File: src/rtl/lct_pkg.sv
// shared types and constants for the lru cache tag manager
// no dependencies; used by the controller, the datapath, the top level and the checker
package lct_pkg;

    // fixed payload widths
    localparam int KEY_W  = 64;
    localparam int SLOT_W = 5;

    // opcode values
    localparam logic OP_LOOKUP = 1'b0;
    localparam logic OP_CLEAR  = 1'b1;

    // controller to datapath commands
    typedef struct packed {
        logic start;        // latch key, rewind scan, reset trackers
        logic scan_step;    // issue key read at scan index, advance
        logic cmp_en;       // evaluate entry returned by previous read
        logic rd_victim;    // read key of victim slot
        logic commit_hit;   // refresh found slot, load hit result
        logic commit_free;  // fill free slot, load miss result
        logic commit_evict; // replace victim, load eviction result
        logic clear_all;    // drop all entries, load zero result
    } lct_cmd_t;

    // datapath to controller status
    typedef struct packed {
        logic rd_last;      // scan index sits on last slot
        logic found;        // key matched a valid entry
        logic free_found;   // an invalid slot exists
    } lct_status_t;

endpackage

File: src/rtl/lct_ctrl.sv
// sequencing state machine for the lru cache tag manager
// depends on lct_pkg; drives lct_datapath through lct_cmd_t
module lct_ctrl
    import lct_pkg::*;
(
    input  logic        clk,
    input  logic        rst_n,
    input  logic        in_valid,
    output logic        in_stall,
    input  logic        opcode,
    output logic        out_valid,
    input  logic        out_stall,
    output lct_cmd_t    cmd,
    input  lct_status_t status
);

    typedef enum logic [2:0] {
        ST_IDLE,
        ST_SCAN,
        ST_TAIL,
        ST_DECIDE,
        ST_EVRD,
        ST_CLEAR
    } state_t;

    state_t state_reg, state_next;
    logic   pipe_reg, pipe_next;
    logic   out_valid_reg, out_valid_next;
    logic   out_free;
    logic   commit;

    assign out_free = !out_valid_reg || !out_stall;
    assign commit   = cmd.commit_hit || cmd.commit_free || cmd.commit_evict || cmd.clear_all;

    always_comb
    begin
        state_next = state_reg;
        pipe_next  = 1'b0;
        cmd        = '0;
        in_stall   = 1'b1;
        case (state_reg)
            ST_IDLE:
            begin
                in_stall = 1'b0;
                if (in_valid)
                begin
                    if (opcode == OP_CLEAR)
                    begin
                        state_next = ST_CLEAR;
                    end
                    else
                    begin
                        cmd.start  = 1'b1;
                        state_next = ST_SCAN;
                    end
                end
            end
            ST_SCAN:
            begin
                cmd.scan_step = 1'b1;
                cmd.cmp_en    = pipe_reg;
                pipe_next     = 1'b1;
                if (status.rd_last)
                begin
                    state_next = ST_TAIL;
                end
            end
            ST_TAIL:
            begin
                cmd.cmp_en = 1'b1;
                state_next = ST_DECIDE;
            end
            ST_DECIDE:
            begin
                if (status.found)
                begin
                    if (out_free)
                    begin
                        cmd.commit_hit = 1'b1;
                        state_next     = ST_IDLE;
                    end
                end
                else if (status.free_found)
                begin
                    if (out_free)
                    begin
                        cmd.commit_free = 1'b1;
                        state_next      = ST_IDLE;
                    end
                end
                else
                begin
                    cmd.rd_victim = 1'b1;
                    state_next    = ST_EVRD;
                end
            end
            ST_EVRD:
            begin
                if (out_free)
                begin
                    cmd.commit_evict = 1'b1;
                    state_next       = ST_IDLE;
                end
            end
            ST_CLEAR:
            begin
                if (out_free)
                begin
                    cmd.clear_all = 1'b1;
                    state_next    = ST_IDLE;
                end
            end
            default:
            begin
                state_next = ST_IDLE;
            end
        endcase
    end

    assign out_valid_next = (out_valid_reg && out_stall) || commit;

    always_ff @(posedge clk or negedge rst_n)
    begin
        if (!rst_n)
        begin
            state_reg     <= ST_IDLE;
            pipe_reg      <= 1'b0;
            out_valid_reg <= 1'b0;
        end
        else
        begin
            state_reg     <= state_next;
            pipe_reg      <= pipe_next;
            out_valid_reg <= out_valid_next;
        end
    end

    assign out_valid = out_valid_reg;

endmodule

File: src/rtl/lct_datapath.sv
// tag memory, valid/age registers, scan trackers and result register
// depends on lct_pkg; commanded by lct_ctrl
module lct_datapath
    import lct_pkg::*;
#(
    parameter int CAPACITY = 20,
    parameter int KEY_BITS = 64
) (
    input  logic               clk,
    input  logic               rst_n,
    input  lct_cmd_t           cmd,
    output lct_status_t        status,
    input  logic [KEY_W-1:0]   key,
    output logic               hit,
    output logic [SLOT_W-1:0]  slot,
    output logic               evicted,
    output logic [KEY_W-1:0]   evicted_key
);

    localparam int IW = (CAPACITY > 1) ? $clog2(CAPACITY) : 1;
    localparam int AW = $clog2(CAPACITY + 1);

    // tag memory, one read port with registered data
    logic [KEY_BITS-1:0] key_mem [CAPACITY];

    logic [KEY_BITS-1:0] key_reg;
    logic [KEY_BITS-1:0] rd_data_reg;
    logic [IW-1:0]       rd_idx_reg;
    logic [IW-1:0]       cmp_idx_reg;
    logic [IW-1:0]       rd_addr;

    logic [CAPACITY-1:0] valid_reg, valid_next;
    logic [AW-1:0]       age_reg  [CAPACITY];
    logic [AW-1:0]       age_next [CAPACITY];

    logic                found_reg;
    logic [IW-1:0]       found_idx_reg;
    logic                free_reg;
    logic [IW-1:0]       free_idx_reg;
    logic                vict_reg;
    logic [IW-1:0]       vict_idx_reg;
    logic [AW-1:0]       vict_age_reg;

    logic                hit_reg;
    logic [SLOT_W-1:0]   slot_reg;
    logic                evicted_reg;
    logic [KEY_W-1:0]    evicted_key_reg;

    logic                cur_valid;
    logic [AW-1:0]       cur_age;
    logic                key_eq;
    logic                commit;
    logic [IW-1:0]       tgt_idx;
    logic [AW-1:0]       old_age;

    assign rd_addr   = cmd.rd_victim ? vict_idx_reg : rd_idx_reg;
    assign cur_valid = valid_reg[cmp_idx_reg];
    assign cur_age   = age_reg[cmp_idx_reg];
    assign key_eq    = (rd_data_reg == key_reg);
    assign commit    = cmd.commit_hit || cmd.commit_free || cmd.commit_evict;

    assign tgt_idx = cmd.commit_hit  ? found_idx_reg :
                     cmd.commit_free ? free_idx_reg  : vict_idx_reg;
    assign old_age = valid_reg[tgt_idx] ? age_reg[tgt_idx] : AW'(CAPACITY);

    // move-to-front: entries newer than the target age by one; clear_all drops all entries
    always_comb
    begin
        for (int i = 0; i < CAPACITY; i++)
        begin
            valid_next[i] = valid_reg[i];
            age_next[i]   = age_reg[i];
            if (cmd.clear_all)
            begin
                valid_next[i] = 1'b0;
                age_next[i]   = '0;
            end
            else if (commit)
            begin
                if (IW'(i) == tgt_idx)
                begin
                    valid_next[i] = 1'b1;
                    age_next[i]   = '0;
                end
                else if (valid_reg[i] && (age_reg[i] < old_age))
                begin
                    age_next[i] = AW'(age_reg[i] + 1'b1);
                end
            end
        end
    end

    always_ff @(posedge clk)
    begin
        if (cmd.commit_free || cmd.commit_evict)
        begin
            key_mem[tgt_idx] <= key_reg;
        end
        if (cmd.scan_step || cmd.rd_victim)
        begin
            rd_data_reg <= key_mem[rd_addr];
        end
    end

    always_ff @(posedge clk or negedge rst_n)
    begin
        if (!rst_n)
        begin
            valid_reg     <= '0;
            for (int i = 0; i < CAPACITY; i++)
            begin
                age_reg[i] <= '0;
            end
            rd_idx_reg    <= '0;
            cmp_idx_reg   <= '0;
            found_reg     <= 1'b0;
            found_idx_reg <= '0;
            free_reg      <= 1'b0;
            free_idx_reg  <= '0;
            vict_reg      <= 1'b0;
            vict_idx_reg  <= '0;
            vict_age_reg  <= '0;
        end
        else
        begin
            valid_reg <= valid_next;
            for (int i = 0; i < CAPACITY; i++)
            begin
                age_reg[i] <= age_next[i];
            end
            if (cmd.start)
            begin
                rd_idx_reg <= '0;
                found_reg  <= 1'b0;
                free_reg   <= 1'b0;
                vict_reg   <= 1'b0;
            end
            if (cmd.scan_step)
            begin
                cmp_idx_reg <= rd_idx_reg;
                rd_idx_reg  <= IW'(rd_idx_reg + 1'b1);
            end
            if (cmd.cmp_en)
            begin
                if (cur_valid)
                begin
                    if (!found_reg && key_eq)
                    begin
                        found_reg     <= 1'b1;
                        found_idx_reg <= cmp_idx_reg;
                    end
                    // first entry with the strictly greatest age wins
                    if (!vict_reg || (cur_age > vict_age_reg))
                    begin
                        vict_reg     <= 1'b1;
                        vict_idx_reg <= cmp_idx_reg;
                        vict_age_reg <= cur_age;
                    end
                end
                else if (!free_reg)
                begin
                    free_reg     <= 1'b1;
                    free_idx_reg <= cmp_idx_reg;
                end
            end
        end
    end

    // key register, and result register loaded only when the output side is free
    always_ff @(posedge clk)
    begin
        if (cmd.start)
        begin
            key_reg <= key[KEY_BITS-1:0];
        end
        if (cmd.clear_all)
        begin
            hit_reg         <= 1'b0;
            slot_reg        <= '0;
            evicted_reg     <= 1'b0;
            evicted_key_reg <= '0;
        end
        else if (commit)
        begin
            hit_reg         <= cmd.commit_hit;
            slot_reg        <= SLOT_W'(tgt_idx);
            evicted_reg     <= cmd.commit_evict;
            evicted_key_reg <= cmd.commit_evict ? KEY_W'(rd_data_reg) : '0;
        end
    end

    assign status.rd_last    = (rd_idx_reg == IW'(CAPACITY - 1));
    assign status.found      = found_reg;
    assign status.free_found = free_reg;

    assign hit         = hit_reg;
    assign slot        = slot_reg;
    assign evicted     = evicted_reg;
    assign evicted_key = evicted_key_reg;

endmodule

File: src/rtl/lru_cache_tag_manager.sv
// lookup: a scan of the tag memory at one entry per cycle, then a decision; a hit or a
// free-slot fill commits from there, an eviction first reads the victim key; each commit waits for a free output
// clear: drops all entries once the output is free; one transaction in flight, result held in an output
// register so the next transaction is taken while the result waits
// reset (rst_n, async low) drops all valid bits and ages at once; no clearing sweep,
// tag memory contents stay undefined until written
//
// top level: joins lct_ctrl and lct_datapath; depends on lct_pkg
module lru_cache_tag_manager
    import lct_pkg::*;
#(
    parameter int CAPACITY = 20,
    parameter int KEY_BITS = 64
) (
    input  logic               clk,
    input  logic               rst_n,

    // request channel
    input  logic               in_valid,
    output logic               in_stall,
    input  logic               opcode,
    input  logic [KEY_W-1:0]   key,

    // result channel
    output logic               out_valid,
    input  logic               out_stall,
    output logic               hit,
    output logic [SLOT_W-1:0]  slot,
    output logic               evicted,
    output logic [KEY_W-1:0]   evicted_key
);

    lct_cmd_t    cmd;
    lct_status_t status;

    // controller: idle / scan / tail / decide / victim read / clear
    // in_stall is low only in idle; the scan runs one slot per cycle, each
    // compare lagging its read step by the registered tag read
    lct_ctrl u_ctrl (
        .clk       (clk),
        .rst_n     (rst_n),
        .in_valid  (in_valid),
        .in_stall  (in_stall),
        .opcode    (opcode),
        .out_valid (out_valid),
        .out_stall (out_stall),
        .cmd       (cmd),
        .status    (status)
    );

    // datapath: tag memory, per-slot valid and age (0 = most recent),
    // match / free-slot / oldest trackers, move-to-front update, result register
    lct_datapath #(
        .CAPACITY (CAPACITY),
        .KEY_BITS (KEY_BITS)
    ) u_dp (
        .clk         (clk),
        .rst_n       (rst_n),
        .cmd         (cmd),
        .status      (status),
        .key         (key),
        .hit         (hit),
        .slot        (slot),
        .evicted     (evicted),
        .evicted_key (evicted_key)
    );

endmodule

File: config.mk
export PLATFORM = sky130hd
export DESIGN_NAME = lru_cache_tag_manager
export DESIGN_NICKNAME = d
export VERILOG_FILES = /design/src/rtl/lct_pkg.sv /design/src/rtl/lct_ctrl.sv /design/src/rtl/lct_datapath.sv /design/src/rtl/lru_cache_tag_manager.sv
export SDC_FILE = /design/constraint.sdc
export NUM_CORES = 2
export LEC_CHECK = 0
export BUFFER_PORTS_ARGS = -buffer_cell sky130_fd_sc_hd__buf_2
export CORE_UTILIZATION = 30
export CTS_BUF_LIST = sky130_fd_sc_hd__clkbuf_8
export CTS_CLUSTER_DIAMETER = 50
export DETAILED_ROUTE_END_ITERATION = 8
export PLACE_DENSITY = 0.51
export SLEW_MARGIN = 5
export SYNTH_ARGS = -nofsm -noshare
export SYNTH_HDL_FRONTEND = slang
export SYNTH_SLANG_ARGS = --single-unit
File: constraint.sdc
create_clock -name clk -period 12 [get_ports clk]
set_input_delay 1.8 -clock clk [delete_from_list [all_inputs] [get_ports clk]]
set_output_delay 1.8 -clock clk [all_outputs]
set_load 0.02 [all_outputs]
; Yosys cells after proc, flatten, opt, wreduce, memory -nomap -nowiden
; Memory sizes are Yosys's and may differ from the RTL's. A register that Yosys moved wholly into a read port is not among the register bits.
; Cells that the tools add are included.
[op_classes]
add_sub_neg = 21
order_cmp = 25
eq_ne = 28
muxes = 193
bitwise_logic = 4
n_reduce_logical = 123
[ops]
columns = cell, count
row1 = $mux 5, 90
row2 = $add 5x1->5 const B, 21
row3 = $lt 5x5->1, 20
row4 = $mux 1, 89
row5 = $reduce_and 2->1, 41
row6 = $eq 64x64->1, 1
row7 = $mux 64, 1
row8 = $reduce_bool 3->1, 20
row9 = $bmux 5 s5, 2
row10 = $reduce_bool 2->1, 22
row11 = $eq 4x5->1 const A, 8
row12 = $logic_and 1x1->1, 22
row13 = $mux 3, 7
row14 = $eq 3x5->1 const A, 4
row15 = $eq 5x5->1 const A, 4
row16 = $pmux 3 s5, 1
row17 = $ge 6x6->1 const B, 2
row18 = $lt 5x6->1 const B, 2
row19 = $not 5->6, 2
row20 = $bmux 1 s5, 2
row21 = $eq 2x5->1 const A, 2
row22 = $reduce_and 3->1, 3
row23 = $logic_or 1x1->1, 8
row24 = $eq 3x2->1 const B, 2
row25 = 12 further kinds, 18
[totals]
reg_bits = 293
mem_bits_rw = 1280
input_bits = 69
out_inout_bits = 73
elab_cells = 452
memories = 1
[memory_table]
columns = memory, depth, word_bits, read_ports, rd_ports_with_merged_regs, wr, line_no
row1 = u_dp.key_mem, 20, 64, 1, 1, 1, lct_datapath.sv:24  ; logic [KEY_BITS-1:0] key_mem [CAPACITY];

; Logic depth before layout (Yosys ltp)
[depth]
word_depth = 19
depth_mapped = 25
ltp_nobuf = 19

; By module
; Synthesis repeated with hierarchy kept, for this count alone.
[unflattened]
cells_unflattened = 4131
hier_area_um2 = 68350.6
[modules_own_cells]
columns = module, n_inst, cells_each, area_each_um2, seq_area_each_um2
row1 = lct_datapath, 1, 4085, 67970.2, 47530.6
row2 = lct_ctrl, 1, 46, 380.4, 125.1

; Least setup slack after synthesis
; Ideal clock, no wire load.
[synth_path]
path_kind = input-to-reg
startpoint = input port out_stall
endpoint = memory u_dp.key_mem[19][0], enable pin
setup_ns = 0.565
arrival_ns = 8.242
required_time_ns = 11.435
path_slack_ns = 3.193
cell_stages = 11
path_cell_list = and2_1 -> clkbuf_1 -> or3_1 -> buf_2 -> nand3_2 -> buf_4 -> clkbuf_1 -> clkbuf_1 -> clkbuf_1 -> nand2_1 -> nor3_1
[synth_via]
elab_chain_len = 9
[synth_lines]
columns = element, line_no
row1 = from (decl), lru_cache_tag_manager.sv:26  ; input logic out_stall,
row2 = $logic_not 1->1 *, lct_ctrl.sv:32  ; assign out_free = !out_valid_reg || !out_stall;
row3 = $logic_or 1x1->1 *, lct_ctrl.sv:32
row4 = $mux 1 *, "lct_ctrl.sv:77, lct_ctrl.sv:85, lct_ctrl.sv:99"
row5 = $mux 1, lct_ctrl.sv:83  ; else if (status.free_found)
row6 = $mux 1, lct_ctrl.sv:75  ; if (status.found)
row7 = $mux 3, lct_ctrl.sv:41  ; case (state_reg)
row8 = $logic_or 1x1->1, lct_datapath.sv:95  ; if (cmd.commit_free || cmd.commit_evict)
row9 = $mux 1, lct_datapath.sv:95
row10 = $mux 1 (implied by the code), lct_datapath.sv:97  ; key_mem[tgt_idx] <= key_reg;
row11 = to (decl), lct_datapath.sv:24
; Every way passes the cells marked *; elsewhere a longest branch is shown, timed or not.

; Worst setup path after layout
[layout_path]
startpoint = input port out_stall
endpoint = register u_dp.age_reg[50] (netlist bit)
[layout_via]
elab_chain_len = 17
[layout_lines]
columns = element, line_no
row1 = $logic_not 1->1 *, lct_ctrl.sv:32
row2 = $logic_or 1x1->1 *, lct_ctrl.sv:32
row3 = $mux 1 *, --
row4 = $mux 1, lct_ctrl.sv:83
row5 = $mux 1, lct_ctrl.sv:75
row6 = $mux 3, lct_ctrl.sv:41
row7 = $mux 5, lct_datapath.sv:63  ; cmd.commit_free ? free_idx_reg : vict_idx_reg;
row8 = $mux 5, lct_datapath.sv:62  ; assign tgt_idx = cmd.commit_hit ? found_idx_reg :
row9 = $not 5->6 (implied by the code), lct_datapath.sv:64  ; assign old_age = valid_reg[tgt_idx] ? age_reg[tgt_idx] : AW'(CAPACITY);
row10 = $bmux 5 s5, lct_datapath.sv:64
row11 = $mux 5 (implied by the code) (2 in series), lct_datapath.sv:64
row12 = $mux 5, lct_datapath.sv:64
row13 = $lt 5x5->1, lct_datapath.sv:85  ; else if (valid_reg[i] && (age_reg[i] < old_age))
row14 = $logic_and 1x1->1, lct_datapath.sv:85
row15 = $reduce_bool 3->1 (no line), --
row16 = $reduce_and 2->1 (no line), --
row17 = "to (signal, indexed assignment)", lct_datapath.sv:129  ; age_reg[i] <= age_next[i];
row18 = to (decl), lct_datapath.sv:33  ; logic [AW-1:0] age_reg [CAPACITY];
; Every way passes the cells marked *; elsewhere a longest branch is shown, timed or not. The select of a mux whose other input is x is not followed.
; A chain may end at the register's enable or synchronous reset.

==> impl_results.md <==
* Fmax at 135.2 MHz
* Crit path max-delay cell type: a32oi_1
* Post-synthesis mux area share at 12.43%
* CTS sink cnt at 1637
* H-tree lvl count at 5
* Multi-input logic area at 0.01978 sq mm
* Area leader, netlist: edfxtp_1
* CTS tree: built
* Drt initial violations at 4046
* Max-slew violations at 0
* Area grow syn2layout at 14.68%
* Postcts setup bufs at 0
* Worst Hold Depth at 1
* Routed via count at 40728
* Final Hold Violating Endpoints at 0
* Die H at 479.4 microns
* Layout Skew at 123.6 ps
* Worst reg-to-reg path cell count at 20
* Max-cap violation count at 0
* Row count at 174
* Antenna violations before repair at 13
* Setup-failing EPs final at 0
* Hold EP: u_dp.evicted$_SDFFE_PP0P_
* Flop-to-flop setup slack at 4740 ps
* Die area at 0.2298 sq mm
* Power Density at 233.1 mW/mm^2
* CP peak stage delay at 830 ps
* GRT Total Usage at 17.92%
* Number of enable flip-flop cells after synthesis at 1408
* Critical Path RT at 12820 ps
* Hold path start: u_dp.evicted$_SDFFE_PP0P_
* Hold slack at 452.5 ps
* Fin crit period at 7397 ps
* Cell Area, Synth at 0.06837 sq mm
* # port buffers at 141
* Layout cells sized above 1 at 22.11%
* Cell repeated most along the worst path: o21ai_0
* Global route overflow at 0
* Simple-gate portion of the synthesized area at 8.095%
* DRT antenna net count at 0
* Worst R2R End: u_dp.age_reg[50]$_DFFE_PN0P_
* Largest fanout on the critical path at 35
* Distinct cells, synth at 80
* Largest family of logic cells by synthesized area: multiplexers
* CORE AREA at 0.2255 sq mm
* CP Capture Type: flop
* Slew margin rel. at 17.34%
* Most frequent cells after synthesis: edfxtp_1 (1408), nand2_1 (592), mux4_2 (350), nand3_1 (253), dfrtp_1 (158)
* Slew @ Worst Pin at 1237 ps
* Worst setup SP type: primary input
* Fin nets at 4704
* Synth Area per Inst at 16.21 sq um
* Compound-gate portion of the synthesized area at 5.339%
* Reg area at 0.04766 sq mm
* Die width at 479.4 microns
* CP top delay family: compound AO/OA/AOI/OAI gates
* DRC viols at 0
* Post-synth ARST share at 9.652%
* CTS buffer count at 298
* Post-CTS sizing at 0
* DP HPWL at 115800 microns
* XOR/XNOR Fraction of Synth Area at 0.7174%
* CTS Hold Bufs at 0
* CP bufs+invs at 3
* Outcome: finished, final reports clean
* Final worst path period share at 61.64%
* Max FFs per register at 1280
* # IOs at 142
* Post-Syn Nets at 4392
* Post-synth top area share at 61.84%
* Hold Crit Class: reg -> reg
* #FFs+latches synth at 1637
* Register area share after synthesis at 69.71%
* Worst Path Arrival at 8220 ps
* Initial Util at 30.31%
* WS Path Type: in -> reg
* Peak VDD IR at 190.8 uV
* Clock latency on the worst-skew pair at 1030 ps
* Pleak at 27.35 nW
* Via-per-instance ratio at 5.266
* DR pass1 iterations at 7
* Largest net degree at the start of global routing at 129
* Vias in the first global route at 41056
* Fin Setup TNS at 0 ps
* CTS root buf: clkbuf_8
* Clock buffer depth at 4
* Syn Inst Count at 4217
* Clock slew at reported path FFs at 60 ps
* Top FF cell, synth: edfxtp_1
* Yosys warns at 0
* Area contributors post-synth: edfxtp_1 (62%), mux4_2 (12%), dfrtp_1 (5.8%)
* Crit path cell chain: buf_2 -> nand2_1 -> a32oi_1 -> nand3_2 -> buf_4 -> a211oi_1 -> a211oi_1 -> o31a_1 -> or2_2 -> nand2_1 -> a21oi_2 -> buf_4 -> ha_1 -> a21o_1 -> a21o_1 -> a21oi_1 -> nor2b_1 -> o21ai_0 -> o21ai_0 -> o21ai_0 -> mux2_2
* Drt wl/cell at 26.94 microns
* GPL Wtd Cong at 0.9017
* Detailed Route WL at 208400 microns
* Core Util, Final at 34.76%
* Most frequent cell after synthesis: edfxtp_1
* Global-route wire length before repair at 299200 microns
* RSZ-0062 raised after global routing: no
* # fillers at 21697
* Adder-Cell Fraction of Synth Area at 1.940%
* Worst r2r src: u_dp.found_reg$_DFF_PN0_
[placed cells by master (no fill, tap or decap), drive strengths merged, types with 75 or more instances in the layout]
master | Yosys | layout
buf | 86 | 243
clkbuf | 145 | 324
o21ai | 141 | 141
clkinv | 1 | 79
a21oi | 75 | 75
ha | 106 | 106
nand3 | 255 | 255
a22o | 78 | 78
edfxtp | 1408 | 1408
mux4 | 350 | 350
nor2 | 98 | 98
nand2 | 592 | 592
dfrtp | 158 | 158
inv | 61 | 153
[area by class of cell]
class,instances,share of cell area (%)
diodes,3,0.009575
clock buffers,324,5.688
clock inverters,186,1.253
inverters,62,0.3000
multi-input cells,2287,25.22
flip-flops and latches,1637,60.79
well taps,2992,4.775
repair buffers,243,1.965
[worst reg2reg max path, stage by stage (launching register included)]
cell	delay (ps)
dfrtp_1	910
nor2_1	360
a32oi_1	750
nand3_2	630
buf_4	480
a211oi_1	270
a211oi_1	120
o31a_1	620
or2_2	450
nand2_1	80
a21oi_2	40
buf_4	270
ha_1	360
a21o_1	190
a21o_1	170
a21oi_1	290
nor2b_1	210
o21ai_0	100
o21ai_0	360
o21ai_0	170
mux2_2	320
[kinds of logic after synthesis]
kind of cell,count (synthesis)
AOI/OAI and AO/OA,524
muxes,408
DFF,1637
xor gates and xnor gates,56
buffers and inverters,293
and+or+nand+nor,1193
adders and majority gates,106
[how the worst max path moves through the flow]
| stage | start | to | depth (start not counted) | slack [ps] |
|---|---|---|---|---|
| after floorplan | out_stall | u_dp.key_mem[19][0]$_DFFE_PP_ | 11 | 3190 |
| after global placement | out_stall | u_dp.age_reg[50]$_DFFE_PN0P_ | 21 | 4130 |
| after detailed placement | out_stall | u_dp.age_reg[50]$_DFFE_PN0P_ | 21 | 3840 |
| after CTS | out_stall | u_dp.age_reg[50]$_DFFE_PN0P_ | 21 | 4840 |
| after global routing | out_stall | u_dp.age_reg[50]$_DFFE_PN0P_ | 21 | 4120 |
| final | out_stall | u_dp.age_reg[50]$_DFFE_PN0P_ | 21 | 4600 |
[report_power, final]
| part | total (W) | internal [W] | switching [W] | leakage, nW |
|---|---|---|---|---|
| sequential | 0.00747 | 0.00684 | 0.000630 | 15.4 |
| clock | 0.00496 | 0.00264 | 0.00232 | 3.12 |
| combinational | 0.00584 | 0.00216 | 0.00368 | 8.82 |
| total | 0.0183 | 0.0116 | 0.00663 | 27.3 |
[routing by layer]
metal	wire (microns)	vias to the layer above	track usage, %
li1	-	17360	-
met1	89600	21551	24.06
met2	100600	1432	29.54
met3	12040	385	2.922
met4	6065	0	5.774
met5	0	-	0
[metrics by stage]
step                      instances  worst slack, ps  area, sq um  power (W)
after floorplan                4217             3193        68370    0.01119
after CTS                      7731             4843        78390    0.01844
after global routing           7733             4118        78400    0.01915
after global placement         7221             4133        72950    0.01340
after detailed placement       7221             3839        72950    0.01345
final                          7734             4603        78400    0.01827
(Power assumes the default switching activity.)
